<file path="src/rtl/core/face_curvature_error_indicator_defines.svh">
// ----------------------------------------------------------------------------
// face_curvature_error_indicator_defines
// assertion macros for the face curvature error indicator
// ----------------------------------------------------------------------------
`ifndef FACE_CURVATURE_ERROR_INDICATOR_DEFINES_SVH
`define FACE_CURVATURE_ERROR_INDICATOR_DEFINES_SVH

// implication checked on every clock edge outside reset
`define FCEI_ASSERT_IMP(lbl, ante, cons) \
  lbl: assert property (@(posedge clk_i) disable iff (!rst_ni) (ante) |-> (cons)) \
    else $error("fcei check failed");

// next-cycle implication checked on every clock edge outside reset
`define FCEI_ASSERT_NEXT(lbl, ante, cons) \
  lbl: assert property (@(posedge clk_i) disable iff (!rst_ni) (ante) |=> (cons)) \
    else $error("fcei check failed");

`endif

</file>
<file path="src/rtl/core/fcei_pkg.sv">
`timescale 1ns / 1ps
// ----------------------------------------------------------------------------
// fcei_pkg
// shared types and command codes of the face curvature error indicator
// ----------------------------------------------------------------------------
package fcei_pkg;

  localparam logic [1:0] CMD_CLEAR    = 2'd0;
  localparam logic [1:0] CMD_INTERNAL = 2'd1;
  localparam logic [1:0] CMD_BOUNDARY = 2'd2;
  localparam logic [1:0] CMD_READ     = 2'd3;

  typedef struct packed {
    logic [1:0]         cmd;
    logic [11:0]        owner_cell;
    logic [11:0]        neighbour_cell;
    logic signed [31:0] x_owner;
    logic signed [31:0] x_neighbour;
    logic signed [31:0] x_face;
  } req_t;

  typedef struct packed {
    logic [16:0] indicator;
    logic [16:0] cell_error;
  } res_t;

  // work handed from the front to the back
  typedef struct packed {
    logic [1:0]  cmd;
    logic [11:0] owner_cell;
    logic [11:0] neighbour_cell;
    logic [16:0] indicator;
  } job_t;

endpackage

</file>
<file path="src/rtl/core/fcei_queue.sv">
`timescale 1ns / 1ps
// ----------------------------------------------------------------------------
// fcei_queue
// two-entry queue between the front and the back
// ----------------------------------------------------------------------------
module fcei_queue (
  input  logic           clk_i,
  input  logic           rst_ni,
  input  logic           wr_valid_i,
  input  fcei_pkg::job_t wr_data_i,
  output logic           wr_ready_o,
  output logic           rd_valid_o,
  output fcei_pkg::job_t rd_data_o,
  input  logic           rd_ready_i
);

  fcei_pkg::job_t slot_q [2];
  logic           wp_q, rp_q;
  logic [1:0]     cnt_q;
  logic           wr, rd;

  assign wr_ready_o = (cnt_q != 2'd2);
  assign rd_valid_o = (cnt_q != 2'd0);
  assign rd_data_o  = slot_q[rp_q];
  assign wr = wr_valid_i && wr_ready_o;
  assign rd = rd_valid_o && rd_ready_i;

  always_ff @(posedge clk_i or negedge rst_ni) begin
    if (!rst_ni) begin
      wp_q  <= 1'b0;
      rp_q  <= 1'b0;
      cnt_q <= '0;
    end else begin
      if (wr) wp_q <= ~wp_q;
      if (rd) rp_q <= ~rp_q;
      cnt_q <= cnt_q + 2'(wr) - 2'(rd);
    end
  end

  always_ff @(posedge clk_i) begin
    if (wr) slot_q[wp_q] <= wr_data_i;
  end

endmodule

</file>
<file path="config.mk">
export PLATFORM = sky130hd
export DESIGN_NAME = fcei_queue
export DESIGN_NICKNAME = d
export VERILOG_FILES = /design/src/rtl/core/face_curvature_error_indicator_defines.svh /design/src/rtl/core/fcei_pkg.sv /design/src/rtl/core/fcei_queue.sv
export SDC_FILE = /design/constraint.sdc
export NUM_CORES = 1
export LEC_CHECK = 0
export BUFFER_PORTS_ARGS = -buffer_cell sky130_fd_sc_hd__buf_2
export CORE_UTILIZATION = 45
export CTS_CLUSTER_SIZE = 24
export DETAILED_ROUTE_END_ITERATION = 8
export PLACE_DENSITY = 0.79
export SYNTH_ARGS = -nofsm -noshare
export SYNTH_HDL_FRONTEND = slang
export SYNTH_SLANG_ARGS = --single-unit
</file>
<file path="constraint.sdc">
create_clock -name clk_i -period 3.95 [get_ports clk_i]
set_clock_uncertainty 0.15 [all_clocks]
set_input_delay 0 -clock clk_i [delete_from_list [all_inputs] [get_ports clk_i]]
set_output_delay 0 -clock clk_i [all_outputs]
set_load 0.02 [all_outputs]
</file>
==> results.md <==
* Status: finished clean
* Clock root cell: clkbuf_8
* Final #Nets at ~350
* Number of max-cap violations at 0
* First-pass GRT wire length at 9340 µm
* Number of top-level pins at 92
* Port-buffer cells at 91
* Crit path DAT at 2.31 ns
* 1st-pass router iterations at 4
* Post-layout util at 63.8%
* Max VDD drop at 0.000586 V
* Ant. Diodes at 0
* Simple-gate area share of the yosys netlist at 1.01%
* Placed Area at between 4000 and 5000 µm²
* Drt drc at 0
* Min-Delay Path Depth at 2
* Clk sinks at 90
* Setup TNS at 0 ns
* Hold Vio Cnt, Final at 0
* Core Box Area at about 7400 µm²
* Crit end category: primary output
* Total Routing Usage GR at 15.4%
* Met3 WL at 336 µm
* Sequential area share after synthesis at 77.3%
* P_leak at 1.90 nW
* Routed vias/inst at approximately 4.7
* Antenna Nets Post-Route at 0
* Layout cells sized above 1 at 51.7%
* Syn Inst Count at between 150 and 200
* Clk slew on worst S/H paths at roughly 0.09 ns
* Design area at ~4700 µm²
* Reg2Reg Depth at 4
* Period utilization at between 60% and 70%
* Max Fclk at 0.407 GHz
* Crit Path Class: reg -> out
* Starting Density at 47.1%
* H-tree levels at 3
* Most frequent cells in the layout: buf_2, edfxtp_1, dlygate4sd3_1
* DP Wirelength at around 3600 µm
* Largest net degree at the start of global routing at 44
* Complex-gate fraction of the synthesized area at 0%
* Fill cells at 532
* Initial antenna violation count at 0
* Adder-cell area share of the yosys netlist at 0.722%
* Worst r2r dst: slot_q[0][16]
* R2R Path Start: cnt_q[1]
* Worst setup SP type: flop
* Main combinational cell family by area after synthesis: multiplexers
* Buf/Inv on CP at 2
* Worst EP required at 3.80 ns
* Worst-Skew Late Latency at 0.35 ns
* PwrDens at 694 nW/µm²
* Largest delay contributor family on the critical path: flip-flops
* Post-Syn Area at 3470 µm²
* Hold Path Sink: slot_q[0][39]
* Critical path cell sequence: buf_4 -> mux2_2 -> buf_2
* Total grt overflow at 0
* Hold Path Class: in -> reg
* Mean routed wirelength per cell at between 10 and 15 µm
* Post-Syn Nets at 200
* WL met1 at roughly 2500 µm
* RSZ-0062 raised after global routing: no
* Measured slew at the worst slew-check pin at about 1.1 ns
* Cell Rows at 31
* Die extent in x at between 80 and 90 µm
* Routed WL at approximately 5900 µm
* CTS Buf Count at 9
* Syn_area_per_cell at ~23 µm²
* Reg2Reg Setup Slack at 1.84 ns
* Final Slew Violations at 0
* Iter 0 DRT Violations at 56
* Count of cell types in the netlist at 15
* Crit path max-delay cell type: dfrtp_2
* Gp weighted congestion at 0.681
* Syn. warnings at 0
* Inst Count DP at roughly 340
* Chip height at 89.8 µm
* Clk buf depth at 2
* Critical path's largest stage delay at about 1.0 ns
* Vias in the first global route at 1996
* Min cycle time layout at 2.46 ns
* Area grow syn2layout at 35.6%
* Setup Buffers After CTS at 0
* Routed wl met2 at 2900 µm
* Vias at 1866
* Hold_sp: wr_data_i[39]
* # setup viols final at 0
* Worst Path Max Fanout at 31
* Post-Layout Cell Count at about 400
* Top layer reached by signal wires: met4
* Most common cell after layout, fill and taps aside: buf_2
* Die area at between 8000 and 9000 µm²
* Slew margin rel. at around 30%
* Post-Synth XOR/XNOR Area at ~1.0%
* FF+latch count, synth at 90
* Mux share of post-synthesis cell area at 18.2%
* CTS tree: done
## cell families after synthesis
group / count (synthesis)
xor gates and xnor gates: 4
adders and majority gates: 2
buffers and inverters: 6
DFF: 90
muxes: 43
and+or+nand+nor: 6
## worst register-to-register path, delay by kind of cell, from the launching register on
family	cells	cell delay [ns]
buffers and inverters	1	0.42
and+or+nand+nor	3	0.80
DFF	1	0.42
## flip-flops by register name, summed over array words and instances (netlist names)
signal	flops
wp_q	1
rp_q	1
slot_q	86
cnt_q	2
## synth_stat cells
master	n	area, µm²
nor2_1	1	3.75
inv_1	1	3.75
and2_4	1	8.76
mux2_4	39	586
ha_1	2	25.0
buf_6	5	56.3
or2_1	1	6.26
xnor2_1	3	26.3
and3_1	1	6.26
mux2_2	4	45.0
edfxtp_1	86	2580
nand2_1	1	3.75
xor2_1	1	8.76
nand2b_1	1	6.26
dfrtp_1	4	100
## per-layer routing
metal	vias to the layer above	global-route usage, %
met5	-	0
met4	0	9.70
met3	14	2.88
met2	77	26.5
met1	895	17.8
li1	880	-
## area by class of cell
type	count	area, µm²	share of cell area [%]
clock inverter	7	92.6	1.97
sequential	90	2680	57.1
tap	99	124	2.63
inverter	1	3.75	0.0798
clock buffer	9	124	2.63
timing repair buffer	140	941	20.0
multi-input combinational	55	734	15.6
## power by group
| group | leakage (nW) | total [W] | internal, W | switching [W] |
|---|---|---|---|---|
| clock | 0.110 | 0.000656 | 0.000311 | 0.000345 |
| sequential | 0.844 | 0.00145 | 0.00131 | 0.000146 |
| combinational | 0.949 | 0.00116 | 0.000562 | 0.000593 |
## how the worst max path moves through the flow
stage	cells after the start	startpoint	slack [ns]	endpoint
finish	3	rp_q	1.49	rd_data_o[1]
global route	3	rp_q	1.38	rd_data_o[1]
CTS	3	rp_q	1.43	rd_data_o[1]
detailed placement	4	cnt_q[1]	1.83	slot_q[0][3]
global placement	4	cnt_q[1]	1.84	slot_q[0][3]
floorplan	3	cnt_q[1]	0.79	slot_q[0][0]
## repair_timing
item / 4_1_cts / 5_1_grt
resized for setup: 0 / 0
endpoints found under the hold margin: 93 / 0
hold buffers: 47 / 0
## metrics by stage
step	power, W	hold WS [ns]	setup slack [ns]
2_1_floorplan	0.00232	-0.446	0.790
3_3_place_gp	0.00258	-0.339	1.84
3_5_place_dp	0.00261	-0.336	1.83
4_1_cts	0.00331	0.193	1.43
5_1_grt	0.00341	0.198	1.38
6_report	0.00327	0.207	1.49
Note: power is estimated with default switching activity, not from simulation.
