`config.mk`:
```
export PLATFORM = sky130hd
export DESIGN_NAME = fcei_front
export DESIGN_NICKNAME = d
export VERILOG_FILES = /design/src/rtl/core/face_curvature_error_indicator_defines.svh /design/src/rtl/core/fcei_pkg.sv /design/src/rtl/core/fcei_front.sv
export SDC_FILE = /design/constraint.sdc
export NUM_CORES = 2
export LEC_CHECK = 0
export BUFFER_PORTS_ARGS = -buffer_cell sky130_fd_sc_hd__buf_2
export CAP_MARGIN = 5
export CORE_ASPECT_RATIO = 0.75
export CORE_MARGIN = 2
export CORE_UTILIZATION = 59
export DETAILED_ROUTE_END_ITERATION = 10
export PLACE_DENSITY = 0.79
export SYNTH_ARGS = -nofsm -noshare
export SYNTH_HDL_FRONTEND = slang
export SYNTH_SLANG_ARGS = --single-unit
```
`constraint.sdc`:
```
create_clock -name clk_i -period 6.5 [get_ports clk_i]
set_input_delay 1.3 -clock clk_i [delete_from_list [all_inputs] [get_ports clk_i]]
set_output_delay 1.3 -clock clk_i [all_outputs]
set_load 0.1 [all_outputs]
```
`src/rtl/core/face_curvature_error_indicator_defines.svh`:
```
// ----------------------------------------------------------------------------
// face_curvature_error_indicator_defines
// assertion macros for the face curvature error indicator
// ----------------------------------------------------------------------------
`ifndef FACE_CURVATURE_ERROR_INDICATOR_DEFINES_SVH
`define FACE_CURVATURE_ERROR_INDICATOR_DEFINES_SVH

// implication checked on every clock edge outside reset
`define FCEI_ASSERT_IMP(lbl, ante, cons) \
  lbl: assert property (@(posedge clk_i) disable iff (!rst_ni) (ante) |-> (cons)) \
    else $error("fcei check failed");

// next-cycle implication checked on every clock edge outside reset
`define FCEI_ASSERT_NEXT(lbl, ante, cons) \
  lbl: assert property (@(posedge clk_i) disable iff (!rst_ni) (ante) |=> (cons)) \
    else $error("fcei check failed");

`endif

```
`src/rtl/core/fcei_pkg.sv`:
```
`timescale 1ns / 1ps
// ----------------------------------------------------------------------------
// fcei_pkg
// shared types and command codes of the face curvature error indicator
// ----------------------------------------------------------------------------
package fcei_pkg;

  localparam logic [1:0] CMD_CLEAR    = 2'd0;
  localparam logic [1:0] CMD_INTERNAL = 2'd1;
  localparam logic [1:0] CMD_BOUNDARY = 2'd2;
  localparam logic [1:0] CMD_READ     = 2'd3;

  typedef struct packed {
    logic [1:0]         cmd;
    logic [11:0]        owner_cell;
    logic [11:0]        neighbour_cell;
    logic signed [31:0] x_owner;
    logic signed [31:0] x_neighbour;
    logic signed [31:0] x_face;
  } req_t;

  typedef struct packed {
    logic [16:0] indicator;
    logic [16:0] cell_error;
  } res_t;

  // work handed from the front to the back
  typedef struct packed {
    logic [1:0]  cmd;
    logic [11:0] owner_cell;
    logic [11:0] neighbour_cell;
    logic [16:0] indicator;
  } job_t;

endpackage

```
`src/rtl/core/fcei_front.sv`:
```
`timescale 1ns / 1ps
// ----------------------------------------------------------------------------
// fcei_front
// computes the face indicator: magnitudes, long division, integer root
// ----------------------------------------------------------------------------
module fcei_front (
  input  logic               clk_i,
  input  logic               rst_ni,
  input  logic               start_i,
  input  fcei_pkg::req_t     req_i,
  input  logic [15:0]        epsilon_i,
  output logic               busy_o,
  output logic               job_valid_o,
  output fcei_pkg::job_t     job_o,
  input  logic               job_ready_i
);

  localparam logic [2:0] S_IDLE = 3'd0;
  localparam logic [2:0] S_MUL  = 3'd1;
  localparam logic [2:0] S_DEN  = 3'd2;
  localparam logic [2:0] S_DIV  = 3'd3;
  localparam logic [2:0] S_SQRT = 3'd4;
  localparam logic [2:0] S_OUT  = 3'd5;

  logic [2:0]  state_q, state_d;
  logic [5:0]  cnt_q, cnt_d;
  logic [1:0]  cmd_q, cmd_d;
  logic [11:0] own_q, own_d, nei_q, nei_d;
  logic [33:0] num_q, num_d;
  logic [34:0] diff_q, diff_d;
  logic [35:0] m_q, m_d;
  logic [51:0] prod_q, prod_d;
  logic [51:0] den_q, den_d;
  logic [52:0] rem_q, rem_d;
  logic [32:0] quo_q, quo_d;
  logic [33:0] sv_q, sv_d;
  logic [16:0] root_q, root_d;
  logic [17:0] srem_q, srem_d;
  logic [16:0] ind_q, ind_d;

  logic signed [33:0] xo, xn, xf, t_num, t_nf, t_fo;
  logic [33:0] a_nf, a_fo, a_n, a_f, a_o;
  logic [53:0] rsh;
  logic [19:0] trial;
  logic [17:0] srem_sh;

  always_comb begin
    xo    = 34'(req_i.x_owner);
    xn    = 34'(req_i.x_neighbour);
    xf    = 34'(req_i.x_face);
    t_num = xn - (xf <<< 1) + xo;
    t_nf  = xn - xf;
    t_fo  = xf - xo;
    a_nf  = t_nf[33] ? 34'(-t_nf) : 34'(t_nf);
    a_fo  = t_fo[33] ? 34'(-t_fo) : 34'(t_fo);
    a_n   = xn[33] ? 34'(-xn) : 34'(xn);
    a_f   = xf[33] ? 34'(-xf) : 34'(xf);
    a_o   = xo[33] ? 34'(-xo) : 34'(xo);
  end

  always_comb begin
    state_d = state_q;
    cnt_d   = cnt_q;
    cmd_d   = cmd_q;
    own_d   = own_q;
    nei_d   = nei_q;
    num_d   = num_q;
    diff_d  = diff_q;
    m_d     = m_q;
    prod_d  = prod_q;
    den_d   = den_q;
    rem_d   = rem_q;
    quo_d   = quo_q;
    sv_d    = sv_q;
    root_d  = root_q;
    srem_d  = srem_q;
    ind_d   = ind_q;
    rsh     = '0;
    srem_sh = '0;
    trial   = '0;
    case (state_q)
      S_IDLE: begin
        if (start_i) begin
          cmd_d  = req_i.cmd;
          own_d  = req_i.owner_cell;
          nei_d  = req_i.neighbour_cell;
          num_d  = t_num[33] ? 34'(-t_num) : 34'(t_num);
          diff_d = 35'(a_nf) + 35'(a_fo);
          m_d    = 36'(a_n) + 36'({a_f, 1'b0}) + 36'(a_o);
          ind_d  = '0;
          if (req_i.cmd == fcei_pkg::CMD_INTERNAL || req_i.cmd == fcei_pkg::CMD_BOUNDARY) begin
            state_d = S_MUL;
          end else begin
            state_d = S_OUT;
          end
        end
      end
      S_MUL: begin
        prod_d  = 52'(m_q) * 52'(epsilon_i);
        state_d = S_DEN;
      end
      S_DEN: begin
        den_d   = {diff_q, 16'd0} + prod_q;
        rem_d   = 53'({num_q, 16'd0});
        quo_d   = '0;
        cnt_d   = 6'd0;
        state_d = ({diff_q, 16'd0} + prod_q == '0) ? S_OUT : S_DIV;
      end
      S_DIV: begin
        // restoring division, one quotient bit a cycle, 33 bits
        rsh = (cnt_q == 6'd0) ? 54'(rem_q) : {rem_q, 1'b0};
        if (rsh >= 54'(den_q)) begin
          rem_d = 53'(rsh - 54'(den_q));
          quo_d = {quo_q[31:0], 1'b1};
        end else begin
          rem_d = 53'(rsh);
          quo_d = {quo_q[31:0], 1'b0};
        end
        cnt_d = cnt_q + 6'd1;
        if (cnt_q == 6'd32) begin
          state_d = S_SQRT;
          cnt_d   = 6'd0;
          sv_d    = 34'(quo_d[32] && quo_d[31:0] != '0 ? 33'h1_0000_0000 : quo_d);
          root_d  = '0;
          srem_d  = '0;
        end
      end
      S_SQRT: begin
        // digit-by-digit root, two radicand bits a cycle, 17 steps
        srem_sh = 18'({srem_q[15:0], sv_q[33:32]});
        trial   = 20'({root_q[16:0], 2'b01});
        if (20'(srem_sh) >= trial) begin
          srem_d = 18'(20'(srem_sh) - trial);
          root_d = {root_q[15:0], 1'b1};
        end else begin
          srem_d = srem_sh;
          root_d = {root_q[15:0], 1'b0};
        end
        sv_d  = {sv_q[31:0], 2'b00};
        cnt_d = cnt_q + 6'd1;
        if (cnt_q == 6'd16) begin
          ind_d   = root_d;
          state_d = S_OUT;
        end
      end
      S_OUT: begin
        if (job_ready_i) state_d = S_IDLE;
      end
      default: state_d = S_IDLE;
    endcase
  end

  always_ff @(posedge clk_i or negedge rst_ni) begin
    if (!rst_ni) begin
      state_q <= S_IDLE;
      cnt_q   <= '0;
    end else begin
      state_q <= state_d;
      cnt_q   <= cnt_d;
    end
  end

  always_ff @(posedge clk_i) begin
    cmd_q  <= cmd_d;
    own_q  <= own_d;
    nei_q  <= nei_d;
    num_q  <= num_d;
    diff_q <= diff_d;
    m_q    <= m_d;
    prod_q <= prod_d;
    den_q  <= den_d;
    rem_q  <= rem_d;
    quo_q  <= quo_d;
    sv_q   <= sv_d;
    root_q <= root_d;
    srem_q <= srem_d;
    ind_q  <= ind_d;
  end

  assign busy_o      = (state_q != S_IDLE);
  assign job_valid_o = (state_q == S_OUT);
  assign job_o       = '{cmd: cmd_q, owner_cell: own_q, neighbour_cell: nei_q,
                         indicator: ind_q};

endmodule

```
==> metrics.md <==
| Metric | Value |
|---|---|
| Outcome | complete, but fails checks |
| Violations in the final reports | negative setup slack |
| Via count of the first global-routing pass | 46700 |
| Wire per inst | 20.7 um |
| Synth unique cells | 93 |
| Worst Hold Margin | 442 ps |
| TritonCTS clock tree | done |
| Adder and majority gate portion of the synthesized area | a little under a third |
| CP max FO | 12 |
| Max-slew headroom | 27.2% |
| Pin count of the biggest net entering global routing | 126 |
| Root buffer cell | sky130_fd_sc_hd__clkbuf_16 |
| Initial DRC Count | 5353 |
| FF+latch count, synth | approximately 400 |
| Part of the cycle the worst path needs | 108% |
| Data required, critical path | 6820 ps |
| Floorplan die area | between 90000 and 100000 um^2 |
| CTS buffer count | 43 |
| Lkg Pwr | 29.8 nW |
| Maximum ir drop on the vdd rail | 0.674 mV |
| Via count normalized by instance count | 5.96 |
| Later-pin clock latency in the skew report | ~600 ps |
| Data arrival time of the worst path | 7340 ps |
| Register Area | 12300 um^2 |
| Drt pass-1 iters | 6 |
| H-tree depth reported by CTS | 2 |
| Final design utilization | 72.1% |
| Longest individual stage delay on the worst path | 540 ps |
| Flop pwr share | 15.2% |
| Mux contribution to synthesized area | 1.62% |
| CP Launch Type | input pin |
| Global routing usage on met1 | 50.6% |
| Sequential cell area fraction in the yosys report | 23.2% |
| Core box area | 89400 um^2 |
| Min setup slack post-route | -511 ps |
| Synth Area in Compound Gates | 14.7% |
| Class of the tightest hold or removal check | reg2reg |
| Crit path kind | in2reg |
| Worst R2R Setup Slack | -340 ps |
| Critical Path Sink Type | register |
| CTS clock-pin slew for the worst setup and hold paths | 70 ps |
| Portion of total power attributed to the clock network | 10.6% |
| Area used by multi-input combinational logic | roughly 38000 um^2 |
| Detailed Place HPWL | 131000 um |
| Number of port buffers | 186 |
| Final non-filler cell area | 64400 um^2 |
| Yosys top cell area share | 22.8% |
| Cells taking the most area after synthesis | sky130_fd_sc_hd__edfxtp_1, sky130_fd_sc_hd__fa_1, sky130_fd_sc_hd__ha_1, sky130_fd_sc_hd__inv_1, sky130_fd_sc_hd__xnor2_1 |
| Logic depth of the worst register-to-register path | 22 |
| Final critical delay including setup and external delays | about 7000 ps |
| Cell with the largest stage delay on the worst path | sky130_fd_sc_hd__fa_1 |
| Number of synthesized flops with an enable pin | 403 |
| Number of stages on the worst hold path | 0 |
| Number of filler instances in the final layout | about 6500 |
| Highest-count cells in the layout ignoring fill and taps | sky130_fd_sc_hd__inv_1, sky130_fd_sc_hd__buf_4, sky130_fd_sc_hd__nand2_1, sky130_fd_sc_hd__fa_1, sky130_fd_sc_hd__edfxtp_1 |
| Worst Tran Pin Value | 1090 ps |
| Post-Route Setup TNS | -6890 ps |
| Std-Cell Rows | 95 |
| Clock Tree Buf Depth | 3 |
| Most common cell after layout, fill and taps aside | sky130_fd_sc_hd__inv_1 |
| Final weighted congestion of routability-driven global placement | about 1.1 |
| Num ports | 187 |
| Effective utilization at floorplan | 59.4% |
| Number of vias in the routed layout | ~47000 |
| Number of max-cap violations | 0 |
| Most frequent CP cell | sky130_fd_sc_hd__fa_1 |
| Worst r2r dst | prod_q[50] |
| Final number of setup-violating endpoints | 29 |
| # diodes | 0 |
| M3 GR Usage | 7.83% |
| Most used flip-flop cell after synthesis | sky130_fd_sc_hd__edfxtp_1 |
| Antenna violations before repair | 5 |
| Peak Freq | 143 MHz |
| Worst clock skew | between 20 and 30 ps |
| Count of pins over their slew limit | 0 |
| Gate Count Post-Synth | 5833 |
| Largest family of logic cells by synthesized area | adder cells |
| Net switching fraction of the power | ~43% |
| Internal power summed over all cells | between 10 and 15 mW |
| ANT nets after route | 0 |
| Clock tree sinks | 412 |
| Global-route wire length before repair | 256000 um |
| Endpoint of the worst hold path | den_q[3] |
| Met2 usage | ~53% |
| Ratio of cells with drive above 1 in the final layout | a little over a fifth |
| Cts-stage hold buffer count | 0 |
| Critical hold path startpoint | prod_q[3] |
| Synthesis warning total | 0 |
| Power density over the cells | 384 nW/um^2 |
| Most heavily used metal layer in global routing | met2 |
| Post-Synth XOR/XNOR Area | between 7 and 8% |
| Net Switching | 10.7 mW |
| RSZ-0062 raised after global routing | yes |
| Largest area contributor in the synthesized netlist | sky130_fd_sc_hd__edfxtp_1 |
| GRT Util Overall | between 30% and 40% |
| Simple-gate area share of the yosys netlist | 15.4% |
| Die boundary height | 264 um |
| Placed cell areas | between 60000 and 70000 um^2 |
| Layout-stage area growth over the synthesis result | 21.3% |
| Start of the worst register-to-register path | m_q[9] |
| Post-synthesis async set-or-reset flop share | about 2.2% |
| Final WL | 164000 um |
| DRC | 0 |
| Average instance area after synthesis | about 9.1 um^2 |
| Logic gate share of total power | 74.1% |
| Synthesized area | roughly 53000 um^2 |
| Post-route total power | roughly 25 mW |
| Net count reported at finish | between 7000 and 8000 |
| Die width | 350 um |
| Grt total ovfl | 0 |
| Final Hold Vio Count | 0 |
routing by layer:
metal / routed length, um / vias up
li1: - / 21500
met1: 68500 / 23100
met2: 72000 / 2351
met3: 18400 / 344
met4: 5310 / 6
met5: 40 / -
sequential cells by signal (all words and copies together), names as in the netlist:
register / flops
prod_q: 52
cmd_q: 2
num_q: 34
sv_q: 34
cnt_q: 6
m_q: 35
nei_q: 12
diff_q: 35
root_q: 17
srem_q: 16
quo_q: 32
own_q: 12
state_q: 3
rem_q: 53
ind_q: 17
den_q: 52
final cells by class:
class / instances / share of cell area [%]
multi-input combinational: 4349 / 59.0
sequential: 412 / 19.1
timing repair buffer: 1001 / 12.1
inverter: 872 / 5.08
tap: 1212 / 2.35
clock buffer: 45 / 1.68
clock inverter: 33 / 0.635
critical path, delay by kind of cell:
| kind | cells | cell delay [ps] |
|---|---|---|
| AOI/OAI and AO/OA | 9 | 1750 |
| xor gates and xnor gates | 1 | 140 |
| adders and majority gates | 7 | 3300 |
| buffers and inverters | 6 | 480 |
| and+or+nand+nor | 2 | 360 |
power by group through the flow:
stage	logic (mW)	clock network [mW]	registers, mW
finish	18.3	2.63	3.77
CTS	16.8	2.65	3.77
global route	19.9	2.74	3.78
global placement	15.3	0	3.81
detailed placement	15.7	0	3.82
floorplan	10.1	0	3.80
metrics by stage:
| step | setup WS, ps | std cells |
|---|---|---|
| 3_3_place_gp | -1180 | 7778 |
| 5_1_grt | -645 | 7924 |
| 4_1_cts | -513 | 7894 |
| 6_report | -511 | 7924 |
| 3_5_place_dp | -1340 | 7778 |
| 2_1_floorplan | -699 | 5839 |
cell usage after synthesis, drive strengths merged, types with 32 or more instances:
cell type	instances
xnor2	333
edfxtp	403
and3	63
clkbuf	199
o31ai	56
o21bai	46
a31oi	41
xor2	119
a21o	142
fa	545
and2	260
nor4	36
nor2	263
nor2b	36
a21oi	351
or3	38
nand3	90
nand2b	42
nand2	618
o21a	56
ha	402
o21ai	254
inv	872
nand4	60
mux2	55
nor3	70
a22o	32
logic make-up (layout without fill, tap and decap cells):
kind of cell | count (synthesis) | after routing
flip-flops | 412 | 412
XOR/XNOR | 452 | 452
AND/OR/NAND/NOR | 1659 | 1659
AO/OA/AOI/OAI | 1204 | 1204
other | 2 | 8
multiplexers | 79 | 79
buffers and inverters | 1078 | 1951
adder cells (fa/ha/maj) | 947 | 947
worst max path at each step:
stage | start | end | slack [ps] | cells past startpoint
6_report | epsilon_i[5] | prod_q[50] | -510 | 25
3_5_place_dp | epsilon_i[1] | prod_q[51] | -1340 | 28
2_1_floorplan | epsilon_i[9] | prod_q[50] | -700 | 24
5_1_grt | epsilon_i[15] | prod_q[50] | -640 | 23
4_1_cts | epsilon_i[6] | prod_q[50] | -510 | 25
3_3_place_gp | epsilon_i[1] | prod_q[51] | -1180 | 28
what timing repair did:
item,4_1_cts,5_1_grt
resized for setup,154,123
endpoints found under the setup margin,46,50
cloned,6,0
pin swaps,128,127
endpoints found under the hold margin,0,0
setup buffers,34,35
Note: power is estimated with default switching activity, not from simulation.
